**config.mk**
```make
export PLATFORM = sky130hd
export DESIGN_NAME = sal_way_cmp
export DESIGN_NICKNAME = d
export VERILOG_FILES = /design/src/hw/rtl/sal_pkg.sv /design/src/hw/rtl/sal_way_cmp.sv
export SDC_FILE = /design/constraint.sdc
export NUM_CORES = 1
export LEC_CHECK = 0
export ABC_AREA = 1
export BUFFER_PORTS_ARGS = -buffer_cell sky130_fd_sc_hd__buf_2
export CAP_MARGIN = 10
export CORE_AREA = 2 2 76 78
export DETAILED_ROUTE_END_ITERATION = 8
export DIE_AREA = 0 0 78 80
export GPL_TIMING_DRIVEN = 0
export PLACE_DENSITY_LB_ADDON = 0.12
export SYNTH_ARGS = -nofsm -noshare
export SYNTH_HDL_FRONTEND = slang
export SYNTH_SLANG_ARGS = --single-unit
```
**constraint.sdc**
```tcl
create_clock -name vclk -period 3.4
set_clock_uncertainty 0.15 [all_clocks]
set_input_delay 0.17 -clock vclk [all_inputs]
set_output_delay 0.17 -clock vclk [all_outputs]
set_load 0.005 [all_outputs]
```
**src/hw/rtl/sal_pkg.sv**
```systemverilog
`timescale 1ns / 1ps
// ----------------------------------------------------------------------------
// sal_pkg
// Shared types and constants of the set-associative LRU cache model: access
// codes, register indexes, field widths, sequencer states and compare result.
// ----------------------------------------------------------------------------
package sal_pkg;

   localparam int OPCODE_W      = 2;
   localparam int COUNT_W       = 32;
   localparam int STAMP_W       = 64;
   localparam int CSR_INDEX_W   = 2;
   localparam int CSR_DATA_W    = 5;
   localparam int SET_BITS_W    = 3;
   localparam int OFFSET_BITS_W = 5;
   localparam int WAYS_W        = 4;
   localparam int RSP_FIELDS_W  = 2 + 1 + 1 + 3 * COUNT_W;
   localparam int RSP_DATA_W    = ((RSP_FIELDS_W + 7) / 8) * 8;

   localparam logic [OPCODE_W-1:0] OP_LOAD   = 2'd0;
   localparam logic [OPCODE_W-1:0] OP_STORE  = 2'd1;
   localparam logic [OPCODE_W-1:0] OP_MODIFY = 2'd2;
   localparam logic [OPCODE_W-1:0] OP_NOP    = 2'd3;

   localparam logic [CSR_INDEX_W-1:0] CSR_SET_BITS    = 2'd0;
   localparam logic [CSR_INDEX_W-1:0] CSR_OFFSET_BITS = 2'd1;
   localparam logic [CSR_INDEX_W-1:0] CSR_WAYS        = 2'd2;

   typedef enum logic [1:0] {
      ST_CLEAR,
      ST_IDLE,
      ST_SCAN,
      ST_FINISH
   } state_type;

   typedef struct packed {
      logic hit;
      logic older;
   } cmp_res_type;

endpackage

```
**src/hw/rtl/sal_way_cmp.sv**
```systemverilog
`timescale 1ns / 1ps
// ----------------------------------------------------------------------------
// sal_way_cmp
// Shared way compare unit: tag match and LRU stamp compare for one way.
// ----------------------------------------------------------------------------
module sal_way_cmp #(
   parameter int TAG_W = 32
) (
   input  logic                         entry_valid,
   input  logic [TAG_W-1:0]             entry_tag,
   input  logic [TAG_W-1:0]             lookup_tag,
   input  logic [sal_pkg::STAMP_W-1:0]  entry_stamp,
   input  logic [sal_pkg::STAMP_W-1:0]  best_stamp,
   output sal_pkg::cmp_res_type         result
);
   import sal_pkg::*;

   always_comb begin
      result.hit   = entry_valid && (entry_tag == lookup_tag);
      result.older = entry_valid && (entry_stamp < best_stamp);
   end

endmodule

```
---- Yosys cells after proc, flatten, opt, wreduce, memory -nomap -nowiden ----
Index checks and enable logic that the tools add are counted.
word-level totals
  register bits after elaboration ......... 0
  output and inout bits ................... 2
  word-level logic and storage cells ...... 4
operators by class
  magnitude comparators ................... 1
  eq/ne operators ......................... 1
  reduce and logical (&&, ||, !) cells .... 2
operators with widths
  kind                         number
  64-bit less-than comparator  1
  32-bit equality test         1
  1-bit logical AND            2

---- Depth between registers and ports, before layout ----
  word-level depth ........................ 2
  mapped depth ............................ 13

---- Worst setup path before layout ----
Ideal clock, no wire load.
  kind .................................... in2out
  start point ............................. input best_stamp[63] (netlist name)
  end point ............................... output result[0] (netlist name)
  data arrival time ....................... 1.147 ns
  required time ........................... 3.080 ns
  slack ................................... 1.933 ns
  stages .................................. 11
  path through ............................ inv_1 -> ha_1 -> nand2_1 -> nor2_2 -> nand4_2 -> nor2_2 -> nand2_1 -> nor2_1 -> nor2_1 -> nand2_1 -> a21oi_1
RTL lines
  what                line               source
  start: declaration  sal_way_cmp.sv:13  input logic [sal_pkg::STAMP_W-1:0] best_stamp,
  end: declaration    sal_way_cmp.sv:14  output sal_pkg::cmp_res_type result

==> reports/results.txt <==
minimum clock period: 1.83 ns
Setup Slack @ Placement: 1.56 ns
met3 WL post-DR: 489 um
Routed Antenna Nets: 0
top post-synthesis cells by count: inv_1, ha_1, nand2_1
design area: 3170 um2
WHS Endpoint: result[1]
largest net degree at the start of global routing: 4
Fin. Hold Viols: 0
FP Rows: 27
Layout Cells excl Fill: 617
worst-path cell chain: buf_2 -> inv_1 -> ha_1 -> nand2_1 -> nor2_2 -> nand4_2 -> nor2_2 -> nand2_1 -> nor2_1 -> nor2_1 -> nand2_1 -> a21oi_1 -> buf_2
Critical Path AT: 1.51 ns
synthesized area per cell: 6.01 um2
top routing layer in use: met4
Crit Path Class: primary input to output pin
crit share post-route: 53.9%
Final HPWL DP: 5800 um
Buffers on Ports: 195
cell leakage power: 2.15 nW
critical path peak fanout: 2
post-layout util: 58.6%
reported max-cap violation count: 0
die width: 78 um
Pwr Total: 0.319 mW
Critical Path Start Type: primary input
hold_sp: lookup_tag[30]
pwr/cell area: 101 nW/um2
CP dominant cell by count: nand2_1
Placed Instances: 617
synth top area cells: ha_1, inv_1, nand2_1
DRC viols: 0
number of global-route vias before repair: 2616
CP required: 3.08 ns
outcome: complete, no violations
Seq/Total Area, Yosys: 0%
syn nets: 606
Boundary Pins: 195
setup repair bufs after CTS: 0
# diodes: 0
critical path endpoint category: output pin
metal2 WL: 3020 um
unrepaired setup endpoints after global routing: no
vias: 2759
total congestion overflow: 0
Post-Route WL: 6020 um
FF/Latch Area: 0 um2
Initial DRT Pass Iterations: 4
Synth-to-Final Area Change: 50.7%
WL per Instance: 9.76 um
yosys warns: 0
CTS Hold Bufs: 0
Mapped Cells: 350
CP max-delay cell: ha_1
Slew HR: 82.8%
Largest stage delay, worst path: 0.29 ns
core region area: 5410 um2
gr usage total: 18.6%
Achievable Freq: 0.546 GHz
Seq Cell Count: 0
maximum vdd drop: 0.0503 mV
Final Wtd Congestion: 0.851
CTS resizes: 0
count of cell types in the netlist: 25
placed cell areas: 3170 um2
final worst slack: 1.57 ns
first-pass GRT wire length: 10100 um
Die ar.: 6240 um2
vias per cell: 4.47
DR iter-0 viols: 38
Max Slew Vio Count: 0
Filler Cell Count: 572
worst hold margin: 0.633 ns
Layout Nets: 803
setup TNS: 0 ns
mapped cell area: 2100 um2
top cell type's share of synthesized area: 37.5%
share of post-route cells with drive strength above 1: 37.2%
final setup vio count: 0
Worst-Margin Slew: 0.255 ns
initial core utilization: 38.9%
cell taking the most area after synthesis: ha_1
# clk buffers: 0
Chip Height: 80 um
WHS Path Cells: 6
initial antenna violation count: 0
HP Class: primary input to output pin
most common cell in the netlist: inv_1
M1 wire length: 2490 um
power breakdown:
group          total (mW)  internal [mW]  leakage, nW  switching [mW]
clock network           0              0            0               0
logic               0.319          0.171         2.15           0.148
registers               0              0            0               0
total               0.319          0.171         2.15           0.148
worst max path at each step:
stage / start / to / slack, ns / cells past startpoint
floorplan: best_stamp[63] / result[0] / 1.93 / 11
global route: best_stamp[63] / result[0] / 1.42 / 13
finish: best_stamp[63] / result[0] / 1.57 / 13
global placement: best_stamp[63] / result[0] / 1.60 / 13
CTS: best_stamp[63] / result[0] / 1.55 / 13
detailed placement: best_stamp[63] / result[0] / 1.56 / 13
critical path: cells and delay by family:
kind / cells / cell delay (ns)
adders and majority gates: 1 / 0.29
AOI/OAI and AO/OA: 1 / 0.04
and+or+nand+nor: 8 / 0.77
buffers and inverters: 3 / 0.24
cell families (layout without fill, tap and decap cells):
| logic type | count (synthesis) | after routing | synth area share [%] |
|---|---|---|---|
| XOR/XNOR | 7 | 7 | 2.92 |
| AO/OA/AOI/OAI | 64 | 64 | 17.1 |
| buffers and inverters | 99 | 294 | 17.7 |
| adder cells (fa/ha/maj) | 63 | 63 | 37.5 |
| AND/OR/NAND/NOR | 117 | 117 | 24.8 |
cell usage in the layout (no fill, tap or decap), types with 2 or more instances in the layout:
| master | synthesis | routed |
|---|---|---|
| a22o_1 | 5 | 5 |
| nand4_1 | 6 | 6 |
| a221oi_1 | 2 | 2 |
| nand2_1 | 63 | 63 |
| xnor2_1 | 4 | 4 |
| nor3_1 | 5 | 5 |
| nand3_1 | 8 | 8 |
| xor2_1 | 3 | 3 |
| nor2_1 | 22 | 22 |
| ha_1 | 63 | 63 |
| inv_2 | 2 | 2 |
| nor2_2 | 2 | 2 |
| o21ai_0 | 10 | 10 |
| buf_2 | 0 | 195 |
| nor4_1 | 2 | 2 |
| or2_1 | 4 | 4 |
| a21oi_1 | 32 | 32 |
| inv_1 | 97 | 97 |
| o22ai_1 | 7 | 7 |
| nand4_2 | 2 | 2 |
| o21ai_1 | 6 | 6 |
final cells by class:
cell class                 count  area (um2)  area share (%)
tap                           72        90.1            2.84
multi-input combinational    251        1730            54.6
inverter                      99         372            11.7
timing repair buffer         195         976            30.8
routing by layer:
| metal | vias to the layer above | GRT usage, % |
|---|---|---|
| met2 | 103 | 37.2 |
| met4 | 0 | 1.75 |
| li1 | 1522 | - |
| met1 | 1132 | 21.5 |
| met5 | - | 0 |
| met3 | 2 | 2.60 |
Note: power is estimated with default switching activity, not from simulation.
