**config.mk**
```make
export PLATFORM = sky130hd
export DESIGN_NAME = sal_ram
export DESIGN_NICKNAME = d
export VERILOG_FILES = /design/src/hw/rtl/sal_ram.sv
export SDC_FILE = /design/constraint.sdc
export NUM_CORES = 1
export LEC_CHECK = 0
export BUFFER_PORTS_ARGS = -buffer_cell sky130_fd_sc_hd__buf_2
export CORE_MARGIN = 4
export CORE_UTILIZATION = 34
export DETAILED_ROUTE_END_ITERATION = 8
export GPL_TIMING_DRIVEN = 1
export SLEW_MARGIN = 30
export SYNTH_ARGS = -nofsm -noshare
export SYNTH_HDL_FRONTEND = slang
export SYNTH_SLANG_ARGS = --single-unit
```
**constraint.sdc**
```tcl
create_clock -name clock -period 2.6 [get_ports clock]
set_input_delay 0.52 -clock clock [delete_from_list [all_inputs] [get_ports clock]]
set_output_delay 0.52 -clock clock [all_outputs]
set_load 0.005 [all_outputs]
```
**src/hw/rtl/sal_ram.sv**
```systemverilog
`timescale 1ns / 1ps
// ----------------------------------------------------------------------------
// sal_ram
// Generic single-write, single-read RAM with a registered read port.
// ----------------------------------------------------------------------------
module sal_ram #(
   parameter int WIDTH = 8,
   parameter int DEPTH = 16
) (
   input  logic                                          clock,
   input  logic                                          wr_en,
   input  logic [((DEPTH > 1) ? $clog2(DEPTH) : 1)-1:0]  wr_addr,
   input  logic [WIDTH-1:0]                              wr_data,
   input  logic                                          rd_en,
   input  logic [((DEPTH > 1) ? $clog2(DEPTH) : 1)-1:0]  rd_addr,
   output logic [WIDTH-1:0]                              rd_data
);

   logic [WIDTH-1:0] mem_ff [DEPTH];
   logic [WIDTH-1:0] rd_data_ff;

   always_ff @(posedge clock) begin
      if (wr_en) begin
         mem_ff[wr_addr] <= wr_data;
      end
      if (rd_en) begin
         rd_data_ff <= mem_ff[rd_addr];
      end
   end

   assign rd_data = rd_data_ff;

endmodule

```
# After elaboration in Yosys (flattened, before gate mapping)
# Memories as Yosys holds them, arrays and structs flattened. A register that Yosys moved wholly into a read port is not among the register bits.
# Cells that the tools add are included.
[totals]
output_inout_bits = 8
word_cells = 3
ram_bits = 128
n_memories = 1
reg_bits = 0
[memory_table]
columns = ["memory", "words", "word_bits", "read_ports", "rd_ports_with_merged_regs", "wr", "line_no", "rtl"]
rows = [
  ["mem_ff", 16, 8, 1, 1, 1, "19", "logic [WIDTH-1:0] mem_ff [DEPTH];"],
]
[classes]
mux = 2
[op_table]
columns = ["operator", "n"]
rows = [
  ["1-bit two-way mux", 2],
]

# Logic depth before layout (Yosys ltp)
[depth]
ltp_word = 2
ltp_mapped = 5

# Worst setup path before layout
# OpenSTA, ideal clock, no wires.
[synth_timing]
path_type = "input-to-reg"
startpoint = "input wr_addr[2] (netlist bit)"
endpoint = "memory mem_ff[0][0], enable pin"
t_arrival_ps = 1630
slack_ps = 587
path_stages = 2
setup_time_ps = 383
cell_sequence = "or3b_2 -> nor3_1"
[synth_rtl]
columns = ["element", "line_no", "rtl"]
rows = [
  ["start: declaration", "12", "input logic [((DEPTH > 1) ? $clog2(DEPTH) : 1)-1:0] wr_addr,"],
  ["end: declaration", "19", ""],
]
# Straight into the memory's write port.

==> metrics list <==
* Number of vias after detailed routing: 2425
- From left edge to right edge, the die measures about 130 µm.
- Once detailed placement completed, the half-perimeter wirelength came to 6710 µm.
- For the pin with the worst max-slew slack, the measured transition is slightly below 800 ps.
* Sequential-to-total area share from yosys stat: 78.1%
* Cell at the root of the clock tree: sky130_fd_sc_hd__clkbuf_16
* Worst EP required: roughly 2800 ps
- R2R Path Start: mem_ff[0][5]
* Mean instance size in the synthesized netlist: 22.8 µm²
- The placed instances occupy a cell area of 0.00568 mm².
- The worst pin sits at a relative slew slack of 48.5%.
- In the final routed layout, each cell accounts on average for 21.4 µm.
- In this run, synthesis produced a sequential element count of 136.
* Number of antenna violations at the first check in global routing: 1
- Register-to-register setup slack: 1120 ps
* Count of antenna-violating nets left after detailed routing: 0
* Highest routed layer: met5
- DRT met1 WL: 4460 µm
* Drt pass-1 iters: 4
- 0 antenna diodes ended up in the layout.
- Total Wirelength: 10400 µm
- Area inside the core boundary: 0.0151 mm²
- Pin count of the biggest net entering global routing: 17
* Die footprint: 0.0174 mm²
- The final-report max-slew violation count was 0.
- Ratio of cells with drive above 1 in the final layout: 31.4%
- Starting density of the core: 34.5%
- Count of unique library cells instantiated by Yosys: 18
- The worst setup path is captured at a flop.
* Start-to-end type of the worst setup path: in -> reg
* Status: completed
- Placement Rows: 45
- Detailed routing placed a total of 850 µm of wire on met3.
* Data arrival at the endpoint of the critical path: between 1500 and 2000 ps
* Pre-CTS setup slack: 350 ps
- The final count of hold timing violations was 0.
* Final number of setup-violating endpoints: 0
- Following the worst setup path forward leads to its endpoint at rd_data[2].
* Ports: 27
- Critical Path Source Type: input pin
- Layout overhead on the synthesized area: 19.2%
* Shortest clock period the worst path allows after layout: 1780 ps
- The number of global-route vias before repair was roughly 2600.
- CTS Buf Count: 17
* Average via count per standard cell: 4.98
- Worst-case setup margin in the final layout: 819 ps
* TritonCTS clock tree: done
- Mapped Nets: 248
- The H-tree was split into 4 levels.
* Final TNS setup: 0 ps
- Between clock sinks in the finished design, the worst skew comes to 4.97 ps.
* R2r worst-path depth: 3
* Crit. Startpoint: rd_addr[0]
- After clock tree synthesis, the flow added hold-fix buffers numbering 0.
- For this design the static power due to leakage is 2.10 nW.
- Of all nets on the critical path, the largest fanout is 9.
- Maximum clock frequency: 562 MHz
- The first global-routing pass estimated approximately 16000 µm of wire.
- In this run the vertical extent of the chip is 132 µm.
- Pwr dens: between 700 and 800 mW/mm²
* Largest buffer count on any clock path: 2
- After clock tree synthesis, the clock-pin slew on the worst setup and hold paths is 50 ps.
- Counting every instance in the synthesized netlist gives roughly 230.
* Setup repair after global routing missed its margin: no
- Worst vdd rail ir drop: 448 µV
- Post-Syn Area: around 0.0052 mm²
- Total clock sinks: 136
- DR WL met2: 5020 µm
* Worst hold margin: 488 ps
- Worst min-delay path class: in -> reg
- Once layout is complete, the utilization of the core stands at 41.1%.
- Global routing used 12.8% of the available tracks.
- Summing all non-filler instances in the final layout gives an area of around 0.0062 mm².
- Number of port buffers: 26
* Max-cap violation count: 0
* Number of cells upsized or downsized after cts: 0
- Setup repair bufs after CTS: 0
- The clock reaches the later pin of the worst-skew pair after 410 ps.
- Of the available clock period, the critical path in the final layout requires 68.5%.
- Remaining global-route overflow: 0
- First-iteration detailed-routing DRC count: 219
- End of the worst register-to-register path: rd_data[5]
- Yosys printed 0 warnings.
* Routability-driven placement congestion ratio: 0.727
- After detailed routing, the number of remaining DRC violations is 0.
* Final nets: between 300 and 400
-- cell type report --
type | instances | area (µm²)
clock inverters | 11 | 106
multi-input cells | 83 | 1060
repair buffers | 48 | 308
clock buffers | 21 | 440
well taps | 188 | 235
flip-flops and latches | 136 | 4080
fillers | 1313 | 8910
-- Yosys cell counts --
cell type                         instances  area [µm²]
sky130_fd_sc_hd__nor2_1                  13        48.8
sky130_fd_sc_hd__clkdlybuf4s25_2          3        30.0
sky130_fd_sc_hd__buf_4                    1        7.51
sky130_fd_sc_hd__and2_1                   1        6.26
sky130_fd_sc_hd__a22oi_1                 16         120
sky130_fd_sc_hd__nor3_1                   4        20.0
sky130_fd_sc_hd__buf_6                    3        33.8
sky130_fd_sc_hd__mux4_2                  18         405
sky130_fd_sc_hd__nand3b_1                 2        15.0
sky130_fd_sc_hd__or3b_2                   1        8.76
sky130_fd_sc_hd__nand3_1                  1        5.00
sky130_fd_sc_hd__edfxtp_1               136        4080
sky130_fd_sc_hd__and2b_1                  1        7.51
sky130_fd_sc_hd__nand2_1                  9        33.8
sky130_fd_sc_hd__nand2b_1                 2        12.5
sky130_fd_sc_hd__nor2b_1                  1        6.26
sky130_fd_sc_hd__mux4_1                  14         368
sky130_fd_sc_hd__buf_2                    3        15.0
-- state kept, by name, indices dropped and copies added (netlist names) --
signal   cells
rd_data      8
mem_ff     128
-- power by group --
| part | switching [mW] | total (mW) | leakage [nW] | internal (mW) |
|---|---|---|---|---|
| Clock | 0.822 | 2.21 | 0.272 | 1.39 |
| Combinational | 0.128 | 0.225 | 0.593 | 0.0971 |
| Sequential | 0.0138 | 2.49 | 1.24 | 2.47 |
| Total | 0.964 | 4.93 | 2.10 | 3.96 |
-- critical path, stage by stage --
cell and delay, ps:
sky130_fd_sc_hd__buf_2 210, sky130_fd_sc_hd__buf_4 260, sky130_fd_sc_hd__mux4_1 580, sky130_fd_sc_hd__a22oi_1 250, sky130_fd_sc_hd__nand2_1 100
-- worst min-delay path by stage --
stage	from	end	slack, ps	cells after the start
finish	rd_en	rd_data[0]	490	1
global route	rd_en	rd_data[5]	480	1
CTS	rd_en	rd_data[0]	480	1
detailed placement	mem_ff[15][5]	rd_data[5]	740	3
global placement	mem_ff[14][1]	rd_data[1]	730	3
floorplan	wr_data[0]	mem_ff[0][0]	620	0
-- metrics by stage --
stage,power (mW),cells
2_1_floorplan,2.65,229
5_1_grt,5.11,487
3_3_place_gp,2.75,455
6_report,4.93,487
4_1_cts,4.97,487
3_5_place_dp,2.76,455
-- cells by family after synthesis --
logic type / synth area share, %
flops: 78.1
buf+inv: 1.65
compound gates: 2.30
mux: 14.8
simple gates: 3.14
-- per-layer routing --
layer	up-vias	track usage, %
li1	1098	-
met1	1217	17.5
met2	94	19.2
met3	14	4.35
met4	2	4.20
met5	-	0
-- layout by cell type, fill, tap and decap left out --
cell type / netlist / layout
sky130_fd_sc_hd__and2_1: 1 / 1
sky130_fd_sc_hd__buf_2: 3 / 26
sky130_fd_sc_hd__nand3_1: 1 / 1
sky130_fd_sc_hd__edfxtp_1: 136 / 136
sky130_fd_sc_hd__nor2b_1: 1 / 1
sky130_fd_sc_hd__nor2_1: 13 / 13
sky130_fd_sc_hd__or3b_2: 1 / 1
sky130_fd_sc_hd__nand2_1: 9 / 9
sky130_fd_sc_hd__clkinvlp_4: 0 / 1
sky130_fd_sc_hd__clkinv_2: 0 / 7
sky130_fd_sc_hd__nor3_1: 4 / 4
sky130_fd_sc_hd__clkbuf_1: 0 / 4
sky130_fd_sc_hd__clkinv_1: 0 / 1
sky130_fd_sc_hd__and2b_1: 1 / 1
sky130_fd_sc_hd__nand3b_1: 2 / 2
sky130_fd_sc_hd__buf_4: 1 / 21
sky130_fd_sc_hd__bufinv_16: 0 / 2
sky130_fd_sc_hd__buf_12: 0 / 1
sky130_fd_sc_hd__a22oi_1: 16 / 16
sky130_fd_sc_hd__mux4_1: 14 / 14
sky130_fd_sc_hd__mux4_2: 18 / 18
sky130_fd_sc_hd__clkbuf_16: 0 / 17
sky130_fd_sc_hd__nand2b_1: 2 / 2
(Power assumes the default switching activity.)
